## config.mk

```make
export PLATFORM = sky130hd
export DESIGN_NAME = filled_disc_span_generator_core_flat
export DESIGN_NICKNAME = d
export VERILOG_FILES = /design/src/design/fdsg_pkg.sv /design/src/design/fdsg_if.sv /design/src/design/fdsg_isqrt.sv /design/src/design/filled_disc_span_generator_core.sv /design/src/flat_wrapper.sv
export SDC_FILE = /design/constraint.sdc
export NUM_CORES = 1
export LEC_CHECK = 0
export ABC_AREA = 1
export BUFFER_PORTS_ARGS = -buffer_cell sky130_fd_sc_hd__buf_2
export CORE_AREA = 4 4 223 225
export CTS_CLUSTER_DIAMETER = 200
export DETAILED_ROUTE_END_ITERATION = 16
export DIE_AREA = 0 0 227 229
export PLACE_DENSITY = 0.53
export SLEW_MARGIN = 20
export SYNTH_ARGS = -nofsm -noshare
export SYNTH_HDL_FRONTEND = slang
export SYNTH_HIERARCHICAL = 1
export SYNTH_SLANG_ARGS = --single-unit
```

## constraint.sdc

```tcl
create_clock -name i_clk -period 6.8 [get_ports i_clk]
set_input_delay 1.36 -clock i_clk [delete_from_list [all_inputs] [get_ports i_clk]]
set_output_delay 1.36 -clock i_clk [all_outputs]
set_load 0.01 [all_outputs]
```

## src/design/fdsg_pkg.sv

```systemverilog
// Shared widths, constants and beat type of the filled disc span generator.
package fdsg_pkg;

    // Field widths fixed by the interface.
    localparam int X_W         = 14;  // centre coordinates, signed Q4
    localparam int COLOR_W     = 8;
    localparam int RAD_W       = 5;
    localparam int ROW_OUT_W   = 8;
    localparam int COL_OUT_W   = 9;

    // Internal arithmetic widths.
    // Row offsets stay within +/-(r*16 + 32), r <= 31.
    localparam int DY_W        = 11;            // signed row offset, Q4
    localparam int MAG_W       = 10;            // |first row offset|
    localparam int ACC_W       = 21;            // signed r^2 - dy^2, Q8
    localparam int ROOT_W      = 9;             // half-width, Q4
    localparam int SQ_W        = 2 * ROOT_W;    // root unit operand

    localparam logic [RAD_W-1:0] RADIUS_RESET = 5'd10;

    typedef struct packed {
        logic [ROW_OUT_W-1:0] row;
        logic [COL_OUT_W-1:0] left_x;
        logic [COL_OUT_W-1:0] right_x;
        logic [COLOR_W-1:0]   span_color;
        logic                 visible;
        logic                 last;
    } t_out_beat;

endpackage

```

## src/design/fdsg_if.sv

```systemverilog
// Channel interfaces: disc input, span output and radius write.
interface fdsg_in_if;
    import fdsg_pkg::*;
    logic                    valid;
    logic                    ready;
    logic signed [X_W-1:0]   center_x_q4;
    logic signed [X_W-1:0]   center_y_q4;
    logic [COLOR_W-1:0]      color;

    modport source (output valid, output center_x_q4, output center_y_q4,
                    output color, input ready);
    modport sink   (input valid, input center_x_q4, input center_y_q4,
                    input color, output ready);
endinterface

interface fdsg_out_if;
    import fdsg_pkg::*;
    logic                    valid;
    logic                    ready;
    logic [ROW_OUT_W-1:0]    row;
    logic [COL_OUT_W-1:0]    left_x;
    logic [COL_OUT_W-1:0]    right_x;
    logic [COLOR_W-1:0]      span_color;
    logic                    visible;
    logic                    last;

    modport source (output valid, output row, output left_x, output right_x,
                    output span_color, output visible, output last, input ready);
    modport sink   (input valid, input row, input left_x, input right_x,
                    input span_color, input visible, input last, output ready);
endinterface

interface fdsg_cfg_if;
    import fdsg_pkg::*;
    logic                    valid;
    logic                    ready;
    logic [RAD_W-1:0]        radius;

    modport source (output valid, output radius, input ready);
    modport sink   (input valid, input radius, output ready);
endinterface

```

## src/design/fdsg_isqrt.sv

```systemverilog
// Digit-serial integer square root, two operand bits per cycle.
module fdsg_isqrt (
    input  logic                          i_clk,
    input  logic                          i_rst_n,
    input  logic                          i_start,
    input  logic [fdsg_pkg::SQ_W-1:0]     i_n,
    output logic                          o_done,
    output logic [fdsg_pkg::ROOT_W-1:0]   o_root
);
    import fdsg_pkg::*;

    localparam int REM_W = ROOT_W + 1;
    localparam int CNT_W = $clog2(ROOT_W);

    logic [SQ_W-1:0]   r_n;
    logic [REM_W-1:0]  r_rem;
    logic [ROOT_W-1:0] r_q;
    logic [CNT_W-1:0]  r_cnt;
    logic              r_busy;
    logic              r_done;

    logic [REM_W+1:0]  w_rem_sh;
    logic [REM_W+1:0]  w_trial;
    logic [REM_W+2:0]  w_diff;
    logic              w_ge;

    // trial = 4q + 1
    assign w_rem_sh = {r_rem, r_n[SQ_W-1 -: 2]};
    assign w_trial  = {1'b0, r_q, 2'b01};
    assign w_diff   = {1'b0, w_rem_sh} - {1'b0, w_trial};
    assign w_ge     = !w_diff[REM_W+2];

    always_ff @(posedge i_clk) begin
        if (!i_rst_n) begin
            r_busy <= 1'b0;
            r_done <= 1'b0;
        end else begin
            r_done <= 1'b0;
            if (i_start) begin
                r_busy <= 1'b1;
            end else if (r_busy && r_cnt == CNT_W'(ROOT_W - 1)) begin
                r_busy <= 1'b0;
                r_done <= 1'b1;
            end
        end
    end

    always_ff @(posedge i_clk) begin
        if (i_start) begin
            r_n   <= i_n;
            r_rem <= '0;
            r_q   <= '0;
            r_cnt <= '0;
        end else if (r_busy) begin
            r_n   <= {r_n[SQ_W-3:0], 2'b00};
            r_rem <= w_ge ? w_diff[REM_W-1:0] : w_rem_sh[REM_W-1:0];
            r_q   <= {r_q[ROOT_W-2:0], w_ge};
            r_cnt <= r_cnt + CNT_W'(1);
        end
    end

    assign o_done = r_done;
    assign o_root = r_q;

endmodule

```

## src/design/filled_disc_span_generator_core.sv

```systemverilog
// Top level: filled disc rasterizer emitting one horizontal span per covered row.
//
// Usage:
//   i_cfg  writes the disc radius in whole pixels (reset value 10). Write it only
//          while the block is idle; the channel is always ready.
//   i_in   takes one disc per beat: centre x/y in signed Q4 and a palette index.
//          Ready is high only between discs.
//   o_out  gives the spans top to bottom, one beat per covered row; last marks
//          the final beat of a disc. A disc that covers nothing gives a single
//          beat with visible = 0, last = 1 and all other fields zero.
// Steps per disc:
//   setup, then a shift-add square of the first row offset (one multiplier
//   bit per cycle), then per row a test: a row that misses the disc goes on
//   to the next row, and a covered row waits for the 9-step two-bit-per-cycle
//   root unit. Each span goes out only once the next one is found, since the
//   last flag needs the next covered row (or the end of the disc) to be known.
// Stall: a span waits in the output register; the block stalls in its span
// step only while the lookahead slot holds data and that register holds a
// beat not yet taken, and in its flush step while that register holds a beat
// not yet taken. Reset empties the output register and sets the radius to 10.
module filled_disc_span_generator_core #(
    parameter int SCREEN_WIDTH  = 320,
    parameter int SCREEN_HEIGHT = 240
) (
    input  logic            i_clk,
    input  logic            i_rst_n,
    fdsg_in_if.sink         i_in,
    fdsg_out_if.source      o_out,
    fdsg_cfg_if.sink        i_cfg
);
    import fdsg_pkg::*;

    localparam int RW = $clog2(SCREEN_HEIGHT);   // internal row counter
    localparam int CW = $clog2(SCREEN_WIDTH);    // internal column
    localparam logic signed [11:0] LAST_ROW_S = 12'(SCREEN_HEIGHT - 1);
    localparam logic [10:0]        LAST_COL   = 11'(SCREEN_WIDTH - 1);

    typedef enum logic [6:0] {
        S_IDLE  = 7'b0000001,
        S_SETUP = 7'b0000010,
        S_MUL   = 7'b0000100,
        S_TEST  = 7'b0001000,
        S_ROOT  = 7'b0010000,
        S_SPAN  = 7'b0100000,
        S_FLUSH = 7'b1000000
    } t_state;

    t_state r_state, n_state;

    logic [RAD_W-1:0]         r_radius;
    logic signed [X_W-1:0]    r_xq;
    logic signed [X_W-1:0]    r_yq;
    logic [COLOR_W-1:0]       r_color;

    logic [RW-1:0]            r_row, n_row;
    logic [RW-1:0]            r_lastrow, n_lastrow;
    logic signed [DY_W-1:0]   r_dy, n_dy;
    logic signed [ACC_W-1:0]  r_acc, n_acc;      // r^2 - dy^2 in Q8
    logic [ACC_W-2:0]         r_mc, n_mc;        // multiplicand, shifts up
    logic [MAG_W-1:0]         r_mp, n_mp;        // multiplier, shifts down
    logic [ROOT_W-1:0]        r_dq;

    // lookahead slot: the newest span, held until its last flag is known
    logic                     r_hold_v, n_hold_v;
    logic [RW-1:0]            r_hold_row, n_hold_row;
    logic [CW-1:0]            r_hold_left, n_hold_left;
    logic [CW-1:0]            r_hold_right, n_hold_right;

    logic                     r_ovalid;
    t_out_beat                r_out, n_out;
    logic                     w_out_load;

    logic                     w_in_acc;
    logic                     w_slot_free;
    logic                     w_step_row;
    logic                     w_sqrt_start;
    logic                     w_sqrt_done;
    logic [ROOT_W-1:0]        w_sqrt_root;

    // setup arithmetic
    logic [8:0]               w_r16;
    logic [17:0]              w_r2q8;
    logic signed [14:0]       w_vlo, w_vhi;
    logic [14:0]              w_vhi_abs;
    logic [10:0]              w_hi_mag;
    logic signed [11:0]       w_first, w_thi, w_lastr, w_lastc;
    logic                     w_empty;
    logic [X_W-1:0]           w_yq_abs;
    logic [MAG_W-1:0]         w_mag0;
    logic signed [DY_W-1:0]   w_dy0;

    // span arithmetic
    logic signed [14:0]       w_vl, w_vr;
    logic [10:0]              w_left_u, w_right_raw, w_right_u;
    logic                     w_span_vis;

    assign w_in_acc    = i_in.valid && i_in.ready;
    assign i_in.ready  = (r_state == S_IDLE);
    assign i_cfg.ready = 1'b1;
    assign w_slot_free = !r_ovalid || o_out.ready;

    // ---- row range of the disc ----
    assign w_r16     = {r_radius, 4'b0000};
    assign w_r2q8    = {10'(r_radius * r_radius), 8'h00};
    assign w_vlo     = 15'(r_yq) - $signed({6'b0, w_r16});
    assign w_vhi     = 15'(r_yq) + $signed({6'b0, w_r16});
    assign w_first   = w_vlo[14] ? 12'sd0 : $signed({1'b0, w_vlo[14:4]});
    assign w_vhi_abs = w_vhi[14] ? 15'(-w_vhi) : w_vhi;
    assign w_hi_mag  = w_vhi_abs[14:4];
    // truncation toward zero
    assign w_thi     = w_vhi[14] ? -$signed({1'b0, w_hi_mag}) : $signed({1'b0, w_hi_mag});
    assign w_lastr   = w_thi + 12'sd1;
    assign w_lastc   = (w_lastr > LAST_ROW_S) ? LAST_ROW_S : w_lastr;
    assign w_empty   = w_first > w_lastc;

    // first row offset: floor case gives -(r16 + low nibble), clamped case -y
    assign w_yq_abs  = r_yq[X_W-1] ? X_W'(-r_yq) : r_yq;
    assign w_mag0    = w_vlo[14] ? w_yq_abs[MAG_W-1:0]
                                 : MAG_W'({1'b0, w_r16} + {6'b0, w_vlo[3:0]});
    assign w_dy0     = w_vlo[14] ? DY_W'(-r_yq) : -$signed({1'b0, w_mag0});

    // ---- span of the current row ----
    assign w_vl        = 15'(r_xq) - $signed({6'b0, r_dq});
    assign w_vr        = 15'(r_xq) + $signed({6'b0, r_dq});
    assign w_left_u    = w_vl[14] ? 11'd0 : w_vl[14:4];
    assign w_right_raw = w_vr[14] ? 11'd0 : w_vr[14:4];
    assign w_right_u   = (w_right_raw > LAST_COL) ? LAST_COL : w_right_raw;
    // right truncates below zero only from -16 down
    assign w_span_vis  = (w_vr >= -15'sd15) && (w_left_u <= w_right_u);

    fdsg_isqrt u_isqrt (
        .i_clk   (i_clk),
        .i_rst_n (i_rst_n),
        .i_start (w_sqrt_start),
        .i_n     (r_acc[SQ_W-1:0]),
        .o_done  (w_sqrt_done),
        .o_root  (w_sqrt_root)
    );

    always_comb begin
        n_state      = r_state;
        n_row        = r_row;
        n_lastrow    = r_lastrow;
        n_dy         = r_dy;
        n_acc        = r_acc;
        n_mc         = r_mc;
        n_mp         = r_mp;
        n_hold_v     = r_hold_v;
        n_hold_row   = r_hold_row;
        n_hold_left  = r_hold_left;
        n_hold_right = r_hold_right;
        n_out        = '0;
        w_out_load   = 1'b0;
        w_step_row   = 1'b0;
        w_sqrt_start = 1'b0;

        unique case (r_state)
            S_IDLE: begin
                if (w_in_acc) n_state = S_SETUP;
            end
            S_SETUP: begin
                if (w_empty) begin
                    n_state = S_FLUSH;
                end else begin
                    n_row     = w_first[RW-1:0];
                    n_lastrow = w_lastc[RW-1:0];
                    n_dy      = w_dy0;
                    n_acc     = ACC_W'($signed({1'b0, w_r2q8}));
                    n_mc      = (ACC_W-1)'(w_mag0);
                    n_mp      = w_mag0;
                    n_state   = S_MUL;
                end
            end
            S_MUL: begin
                // acc = r^2 - dy0^2, one multiplier bit per cycle
                if (r_mp[0]) n_acc = r_acc - $signed({1'b0, r_mc});
                n_mc = {r_mc[ACC_W-3:0], 1'b0};
                n_mp = r_mp >> 1;
                if (n_mp == '0) n_state = S_TEST;
            end
            S_TEST: begin
                if (!r_acc[ACC_W-1] && r_acc != '0) begin
                    w_sqrt_start = 1'b1;
                    n_state      = S_ROOT;
                end else begin
                    w_step_row = 1'b1;
                end
            end
            S_ROOT: begin
                if (w_sqrt_done) n_state = S_SPAN;
            end
            S_SPAN: begin
                if (!w_span_vis) begin
                    w_step_row = 1'b1;
                end else if (!r_hold_v || w_slot_free) begin
                    if (r_hold_v) begin
                        w_out_load       = 1'b1;
                        n_out.row        = ROW_OUT_W'(r_hold_row);
                        n_out.left_x     = COL_OUT_W'(r_hold_left);
                        n_out.right_x    = COL_OUT_W'(r_hold_right);
                        n_out.span_color = r_color;
                        n_out.visible    = 1'b1;
                        n_out.last       = 1'b0;
                    end
                    n_hold_v     = 1'b1;
                    n_hold_row   = r_row;
                    n_hold_left  = w_left_u[CW-1:0];
                    n_hold_right = w_right_u[CW-1:0];
                    w_step_row   = 1'b1;
                end
            end
            S_FLUSH: begin
                if (w_slot_free) begin
                    w_out_load = 1'b1;
                    n_out.last = 1'b1;
                    if (r_hold_v) begin
                        n_out.row        = ROW_OUT_W'(r_hold_row);
                        n_out.left_x     = COL_OUT_W'(r_hold_left);
                        n_out.right_x    = COL_OUT_W'(r_hold_right);
                        n_out.span_color = r_color;
                        n_out.visible    = 1'b1;
                    end
                    n_hold_v = 1'b0;
                    n_state  = S_IDLE;
                end
            end
            default: n_state = S_IDLE;
        endcase

        // next row: dy += 16, so dy^2 grows by 32*dy + 256
        if (w_step_row) begin
            if (r_row == r_lastrow) begin
                n_state = S_FLUSH;
            end else begin
                n_row   = r_row + RW'(1);
                n_dy    = r_dy + DY_W'(16);
                n_acc   = r_acc - (ACC_W'(r_dy) <<< 5) - ACC_W'(256);
                n_state = S_TEST;
            end
        end
    end

    always_ff @(posedge i_clk) begin
        if (!i_rst_n) begin
            r_state  <= S_IDLE;
            r_hold_v <= 1'b0;
            r_ovalid <= 1'b0;
            r_radius <= RADIUS_RESET;
        end else begin
            r_state  <= n_state;
            r_hold_v <= n_hold_v;
            if (w_out_load)       r_ovalid <= 1'b1;
            else if (o_out.ready) r_ovalid <= 1'b0;
            if (i_cfg.valid && i_cfg.ready) r_radius <= i_cfg.radius;
        end
    end

    always_ff @(posedge i_clk) begin
        if (w_in_acc) begin
            r_xq    <= i_in.center_x_q4;
            r_yq    <= i_in.center_y_q4;
            r_color <= i_in.color;
        end
        if (w_sqrt_done) r_dq <= w_sqrt_root;
        if (w_out_load)  r_out <= n_out;
        r_row        <= n_row;
        r_lastrow    <= n_lastrow;
        r_dy         <= n_dy;
        r_acc        <= n_acc;
        r_mc         <= n_mc;
        r_mp         <= n_mp;
        r_hold_row   <= n_hold_row;
        r_hold_left  <= n_hold_left;
        r_hold_right <= n_hold_right;
    end

    assign o_out.valid      = r_ovalid;
    assign o_out.row        = r_out.row;
    assign o_out.left_x     = r_out.left_x;
    assign o_out.right_x    = r_out.right_x;
    assign o_out.span_color = r_out.span_color;
    assign o_out.visible    = r_out.visible;
    assign o_out.last       = r_out.last;

    // lookahead slot is drained before a new disc starts
    a_idle_no_hold: assert property (@(posedge i_clk) disable iff (!i_rst_n)
        (r_state == S_IDLE) |-> !r_hold_v)
        else $error("span left in lookahead slot between discs");

    // empty-disc marker is always the closing beat
    a_marker_last: assert property (@(posedge i_clk) disable iff (!i_rst_n)
        (r_ovalid && !r_out.visible) |-> r_out.last)
        else $error("invisible beat without last");

    // root unit only finishes while the sequencer waits for it
    a_root_owner: assert property (@(posedge i_clk) disable iff (!i_rst_n)
        w_sqrt_done |-> (r_state == S_ROOT))
        else $error("root result outside root wait");

    // row walk never passes the final row
    a_row_range: assert property (@(posedge i_clk) disable iff (!i_rst_n)
        (r_state == S_TEST || r_state == S_ROOT || r_state == S_SPAN)
            |-> (r_row <= r_lastrow))
        else $error("row counter past final row");

    // a new span beat leaves only after the previous one was taken
    a_no_overrun: assert property (@(posedge i_clk) disable iff (!i_rst_n)
        w_out_load |-> (!r_ovalid || o_out.ready))
        else $error("output register overwritten while stalled");

endmodule
```

## src/flat_wrapper.sv

```systemverilog
// flat-port wrapper written by rule: the top's interface ports become plain ports
module filled_disc_span_generator_core_flat import fdsg_pkg::*;
#(
    parameter int SCREEN_WIDTH  = 320,
    parameter int SCREEN_HEIGHT = 240
)
  (i_clk, i_rst_n, i_in_valid, i_in_center_x_q4, i_in_center_y_q4, i_in_color, i_in_ready, o_out_valid, o_out_row, o_out_left_x, o_out_right_x, o_out_span_color, o_out_visible, o_out_last, o_out_ready, i_cfg_valid, i_cfg_radius, i_cfg_ready);
  fdsg_in_if i_in_i ();
  fdsg_out_if o_out_i ();
  fdsg_cfg_if i_cfg_i ();
  input  logic i_clk;
  input  logic i_rst_n;
  input wire logic [$bits(i_in_i.valid)-1:0] i_in_valid;
  input wire logic [$bits(i_in_i.center_x_q4)-1:0] i_in_center_x_q4;
  input wire logic [$bits(i_in_i.center_y_q4)-1:0] i_in_center_y_q4;
  input wire logic [$bits(i_in_i.color)-1:0] i_in_color;
  output wire logic [$bits(i_in_i.ready)-1:0] i_in_ready;
  output wire logic [$bits(o_out_i.valid)-1:0] o_out_valid;
  output wire logic [$bits(o_out_i.row)-1:0] o_out_row;
  output wire logic [$bits(o_out_i.left_x)-1:0] o_out_left_x;
  output wire logic [$bits(o_out_i.right_x)-1:0] o_out_right_x;
  output wire logic [$bits(o_out_i.span_color)-1:0] o_out_span_color;
  output wire logic [$bits(o_out_i.visible)-1:0] o_out_visible;
  output wire logic [$bits(o_out_i.last)-1:0] o_out_last;
  input wire logic [$bits(o_out_i.ready)-1:0] o_out_ready;
  input wire logic [$bits(i_cfg_i.valid)-1:0] i_cfg_valid;
  input wire logic [$bits(i_cfg_i.radius)-1:0] i_cfg_radius;
  output wire logic [$bits(i_cfg_i.ready)-1:0] i_cfg_ready;
  assign i_in_i.valid = i_in_valid;
  assign i_in_i.center_x_q4 = i_in_center_x_q4;
  assign i_in_i.center_y_q4 = i_in_center_y_q4;
  assign i_in_i.color = i_in_color;
  assign i_in_ready = i_in_i.ready;
  assign o_out_valid = o_out_i.valid;
  assign o_out_row = o_out_i.row;
  assign o_out_left_x = o_out_i.left_x;
  assign o_out_right_x = o_out_i.right_x;
  assign o_out_span_color = o_out_i.span_color;
  assign o_out_visible = o_out_i.visible;
  assign o_out_last = o_out_i.last;
  assign o_out_i.ready = o_out_ready;
  assign i_cfg_i.valid = i_cfg_valid;
  assign i_cfg_i.radius = i_cfg_radius;
  assign i_cfg_ready = i_cfg_i.ready;
  filled_disc_span_generator_core #(.SCREEN_WIDTH(SCREEN_WIDTH), .SCREEN_HEIGHT(SCREEN_HEIGHT)) u_core (.i_clk(i_clk), .i_rst_n(i_rst_n), .i_in(i_in_i), .o_out(o_out_i), .i_cfg(i_cfg_i));
endmodule
```

==> results.md, run 1 <==
* Most frequent CP cell: nand2_1
* Fmax at 0.166 GHz
* Area growth, synth to finish at 12.1%
* Vias in the first global route at 13.4k
* Hold_buf cts at 0
* Max Slew Vio Count at 0
* Final setup vio count at 0
* Global route overflow at 0
* Pwr per Cell Area at 317 nW/um^2
* Avg Synthesized Cell Area at 7.84 um^2
* Dpl cell area at 17,700 um^2
* Synth cell types at 62
* Synthesized cell area at 16,600 um^2
* Skew final at 15.6 ps
* Ys flop type: edfxtp_1
* Worst-Margin Slew at 1120 ps
* Max clock buf depth at 3
* CP Capture Type: register
* GRT Resource Usage Total at 16.3%
* Tmin final at 6030 ps
* Via/cell ratio at 4.92
* TritonCTS clock tree: built
* Sequential share of the synthesized area at 39.4%
* Yosys warning count at 6
* Routed Antenna Nets at 0
* Total core area at 47,500 um^2
* Global-route wire length before repair at 70.0 mm
* Cts bufs inserted at 28
* CTS Sinks at 242
* Inserted Diodes at 0
* Register bit count reported by yosys at 242
* Hold Path Class: register to register
* Asr flop ratio synth at 0%
* Final setup TNS at 0 ps
* Reg2reg path depth at 41
* P_leak at 0.00874 uW
* Status: finished, final reports clean
* Gpl congestion at 0.903
* Most common cell after layout, fill and taps aside: nand2_1
* Required @ worst endpoint at 7210 ps
* Rel. slew slack at 24.4%
* Worst-path clk slew at 60 ps
* Initial core utilization at 34.9%
* Row cnt at 80
* Fin nets at 2,388
* Worst-path maximum fanout at 35
* Num ports at 85
* Fillers at 4,907
* Post-CTS setup repair buffer count at 0
* Chip Height at 229 um
* Number of synthesized flops with an enable pin at 169
* Setup Crit Path Kind: register to register
* Resized cells post-CTS at 0
* Share of layout cells above drive strength 1 at 10.4%
* Largest net degree at the start of global routing at 50
* Most frequent cells in the layout: 513 x nand2_1, 324 x inv_1, 175 x nor2_1
* Fin area at 18,600 um^2
* Element type at the critical path start: register
* H-tree depth at 1
* Gate Count Post-Synth at 2,119
* Tcrit/Tclk final at 88.7%
* Post-DP HPWL at 33.7 mm
* Max stage delay on crit path at 430 ps
* Count of input and output buffers at 83
* Post-layout util at 39.2%
* Worst Path Arrival at 6440 ps
* Slowest cell on crit path: fa_1
* Final hold vios at 0
* DRC viols at 0
* Vias at 14.0k
* Max-cap violations at 0
* DR WL/cell at 15.3 um
* Hold path depth at 0
* Initial antenna violation count at 0
* DR pass1 iterations at 5
* Root Buffer: clkbuf_16
* Worst skew pair latency at 570 ps
* Die area at 52,000 um^2
* RSZ-0062 raised after global routing: no
* Max VDD drop at 0.000247 V
* Iter 0 DRT Violations at 797
* Die Wd at 227 um
* WL final at 43.6 mm
* Total power at 5910 uW
-- flip-flops by register name, indices dropped and copies added, names as in the netlist, 9 cells and up --
name                   count
u_core/o_out.left_x        9
u_core/o_out.right_x       9
u_core/r_acc              21
u_core/r_dq                9
u_core/r_dy               11
u_core/r_hold_left         9
u_core/r_hold_right        9
u_core/r_mc               20
u_core/r_mp               10
u_core/r_xq               14
u_core/r_yq               14
u_core/u_isqrt/o_root      9
u_core/u_isqrt/r_n        18
u_core/u_isqrt/r_rem      10
-- synthesized netlist by cell type (7+ instances only) --
cell,n,area (um^2)
nand2_1,515,1930
inv_1,324,1220
nor2_1,177,664
edfxtp_1,169,5070
ha_1,130,1630
nand3_1,124,621
a21oi_1,121,606
o21ai_0,80,400
dfxtp_1,73,1460
xor2_1,48,420
nor3b_1,31,233
nor3_1,30,150
nand4_1,29,181
clkbuf_1,24,90.1
xnor2_1,24,210
nand2_2,23,144
o21ai_1,19,95.1
o22ai_1,16,100
o211ai_1,15,113
or2_2,14,87.6
nor4_1,10,62.6
inv_2,9,33.8
fa_1,7,140
-- final timing paths --
check	start	end	slack, ps
max	u_core/r_yq[4]$_DFFE_PP_	u_core/r_dy[0]$_DFFE_PP_	770
max reg2reg	u_core/r_yq[4]$_DFFE_PP_	u_core/r_dy[0]$_DFFE_PP_	770
min	u_core/u_isqrt/o_root[4]$_SDFFE_PP0P_	u_core/r_dq[4]$_DFFE_PP_	430
min reg2reg	u_core/u_isqrt/o_root[4]$_SDFFE_PP0P_	u_core/r_dq[4]$_DFFE_PP_	430
-- area by class of cell --
type                    instances  area (um^2)  area share [%]
repair buffers                 99          536            2.88
clock buffers                  39          803            4.32
well taps                     615          769            4.13
clock inverters                11          105           0.565
inverters                     340         1290            6.91
multi-input cells            1494         8580            46.1
flip-flops and latches        242         6540            35.1
-- through the flow --
| stage | cells | hold WS, ps | setup WS (ps) |
|---|---|---|---|
| global placement | 2790 | 418 | 701 |
| CTS | 2840 | 427 | 417 |
| floorplan | 2120 | 408 | 1030 |
| detailed placement | 2790 | 415 | 414 |
| global route | 2840 | 436 | 132 |
| finish | 2840 | 432 | 766 |
-- power by group --
part / switching, uW / internal, uW
Combinational: 1500 / 937
Sequential: 259 / 1740
Clock: 613 / 861
-- layer usage --
layer	up-vias	GRT usage (%)	share of wire [%]
met2	279	27.1	46
met1	6456	22.4	47
met3	66	2.66	4.8
met5	-	0	0
li1	7167	-	-
met4	0	3.78	2.5
-- worst max-delay path: cells and delay by family, from the launching register on --
kind                     cells  cell delay (ps)
flip-flops                   1              420
AO/OA/AOI/OAI                6              960
buffers and inverters        6              830
AND/OR/NAND/NOR             25             2470
adder cells (fa/ha/maj)      4             1160
-- kinds of logic (layout without fill, tap and decap cells) --
logic type      count (synthesis)  count (layout)  share of synthesized area (%)
compound gates                295             295                           10.1
simple gates                  986             986                           26.6
fa+ha+maj                     137             137                           10.6
flops                         242             242                           39.4
other cells                     2               3                         0.0452
buf+inv                       384             489                           9.28
xor+xnor                       73              73                           3.90
Power figures use the tool's default switching activity.
==> inputs of run 2 (changes only) <==
- BUFFER_PORTS_ARGS: -buffer_cell sky130_fd_sc_hd__buf_2 -> not set
- CTS_BUF_LIST: not set -> sky130_fd_sc_hd__clkbuf_4
- DONT_BUFFER_PORTS: not set -> 1
- PLACE_DENSITY: 0.53 -> 0.52
==> results.md, run 2 (synthesis results as in run 1) <==
* DR WL/cell at 15.5 um (+0.77%)
* Dpl cell area at 17,300 um^2 (-2.3%)
* Status: finished, final reports clean
* Seq pwr share at 34.3% (+0.5 points)
* Reg2reg path depth at 40 (-2.4%)
* Worst-path maximum fanout at 32 (-8.6%)
* Global route overflow at 0 (unchanged)
* Worst-path clk slew at 60 ps (about the same)
* Cell Int Power at 3440 uW (-2.7%)
* Routed Antenna Nets at 0 (unchanged)
* Initial antenna violation count at 3 (+3)
* H-tree depth at 3 (+2)
* Row cnt at 80 (unchanged)
* Max VDD drop at 0.000136 V (-45%)
* Max Slew Vio Count at 0 (unchanged)
* Die Wd at 227 um (unchanged)
* GRT Resource Usage Total at 16.8% (+0.45 points)
* Largest register FFs at 21 (unchanged)
* CP top delay family: simple AND/OR/NAND/NOR gates
* Post-DP HPWL at 32.9 mm (-2.2%)
* Count of input and output buffers at 0 (-100%)
* Met1 Usage GRT at 22.5% (+0.12 points)
* Worst skew pair latency at 780 ps (+210 ps)
* P_sw at 2410 uW (+1.6%)
* Max clock buf depth at 3 (unchanged)
* Cts bufs inserted at 70 (+150%)
* Final setup TNS at 0 ps (unchanged)
* Tcrit/Tclk final at 92.0% (+3.3 points)
* Slowest cell on crit path: dfxtp_1
* Initial core utilization at 34.9% (unchanged)
* Met3 Usage GRT at 3.96% (+1.3 points)
* P_leak at 0.00855 uW (-2.2%)
* CTS Sinks at 242 (unchanged)
* Iter 0 DRT Violations at 840 (+5.4%)
* WL final at 44.0 mm (+0.92%)
* Most flops, register: u_core/r_acc
* Register Area at 6540 um^2 (about the same)
* Switching power share of the total at 41.1% (+1.0 points)
* CP Buf/Inv Count at 7 (+1)
* Total power at 5850 uW (-1.0%)
* Chip Height at 229 um (unchanged)
* Setup Crit Path Kind: register to register
* Most common cell after layout, fill and taps aside: nand2_1
* Root Buffer: clkbuf_4
* RSZ-0062 raised after global routing: no
* Fmax at 0.160 GHz (-3.6%)
* Largest regs: u_core/r_acc (21), u_core/r_mc (20), u_core/u_isqrt/r_n (18)
* WP depth at 40 (-2.4%)
* Final hold vios at 0 (unchanged)
* Tmin final at 6260 ps (+223 ps)
* Hold WS at 427 ps (-4.36 ps)
* Pre-CTS setup slack at 507 ps (+92.7 ps)
* Met2 Track Usage GR at 26.8% (-0.33 points)
* Largest net degree at the start of global routing at 50 (unchanged)
* Pwr per Cell Area at 320 nW/um^2 (+0.85%)
* Rel. slew slack at 31.8% (+7.4 points)
* Vias in the first global route at 13.3k (-1.2%)
* Final worst slack at 543 ps (-223 ps)
* Required @ worst endpoint at 7290 ps (+80 ps)
* Most frequent cells in the layout: 514 x nand2_1, 324 x inv_1, 175 x nor2_1
* CP Capture Type: register
* Worst-Margin Slew at 1020 ps (-102 ps)
* Clock share of power at 24.4% (-0.5 points)
* Worst Path Arrival at 6740 ps (+300 ps)
* Fin nets at 2,353 (-1.5%)
* Busiest grt layer: met2
* Die area at 52,000 um^2 (unchanged)
* DRC viols at 0 (unchanged)
* Global-route wire length before repair at 69.7 mm (-0.40%)
* Max-cap violations at 0 (unchanged)
* Max stage delay on crit path at 540 ps (+110 ps)
* Share of layout cells above drive strength 1 at 10.4% (-0.040 points)
* Hold Path Class: register to register
* Skew final at 42.6 ps (+27.0 ps)
* Hold path depth at 0 (unchanged)
* Gpl congestion at 0.922 (+2.2%)
* Vias at 14.0k (-0.043%)
* DR pass1 iterations at 5 (unchanged)
* Fin area at 18,300 um^2 (-1.8%)
* Combinational power share at 41.3% (about the same)
* TritonCTS clock tree: built
* Fillers at 4,916 (+0.18%)
* Element type at the critical path start: register
* Multi-input logic area at 8570 um^2 (about the same)
* Most frequent CP cell: nand2_1
* Area growth, synth to finish at 10.0%
* Total core area at 47,500 um^2 (unchanged)
* Via/cell ratio at 4.91 (-0.18%)
* Num ports at 85 (unchanged)
* Final setup vio count at 0 (unchanged)
## run 2: changes by cell type in the layout (fill, tap and decap cells not counted), sizes merged
cell	delta
inv	+2
clkinv	+3
buf	-77
clkinvlp	+1
clkbuf	+70
diode	+5
## run 2: timing repair
| action | in CTS | in global routing |
|---|---|---|
| hold buffers | 0 | 0 |
| resized for setup | 0 | 1 |
| setup endpoints to repair | 0 | 7 |
| hold endpoints to repair | 0 | 0 |
| setup buffers | 0 | 6 |
## run 2: power by group through the flow
stage                     clock network [uW]  registers, uW  logic, uW
after CTS                               1500           2000       2400
after global routing                    1580           2020       2790
after global placement                     0           2030       2370
after floorplan                            0           1890       1920
after detailed placement                   0           2030       2380
final                                   1430           2000       2420
## run 2: per-stage QoR
| step | std cells | util (%) |
|---|---|---|
| floorplan | 2120 | - |
| global route | 2844 | 38.4 |
| global placement | 2707 | 36.3 |
| CTS | 2833 | 38.3 |
| detailed placement | 2707 | 36.3 |
| finish | 2844 | 38.4 |
## run 2: area by class of cell
class	instances	area share, %
antenna	5	0.0685
clock buffer	109	4.48
clock inverter	17	0.609
inverter	340	7.03
multi-input combinational	1494	46.9
sequential	242	35.8
tap	615	4.21
timing repair buffer	22	0.924
## run 2: worst paths after layout
kind | start | end | slack, ps
min | u_core/u_isqrt/o_root[3]$_SDFFE_PP0P_ | u_core/r_dq[3]$_DFFE_PP_ | 430
min reg2reg | u_core/u_isqrt/o_root[3]$_SDFFE_PP0P_ | u_core/r_dq[3]$_DFFE_PP_ | 430
max | u_core/r_radius[2]$_SDFFE_PN0P_ | u_core/r_acc[1]$_DFFE_PP_ | 540
max reg2reg | u_core/r_radius[2]$_SDFFE_PN0P_ | u_core/r_acc[1]$_DFFE_PP_ | 540
## run 2: layer usage
layer / wire length, um / vias to the layer above
li1: - / 7136
met1: 20400 / 6420
met2: 20000 / 337
met3: 2450 / 69
met4: 1070 / 0
met5: 0 / -
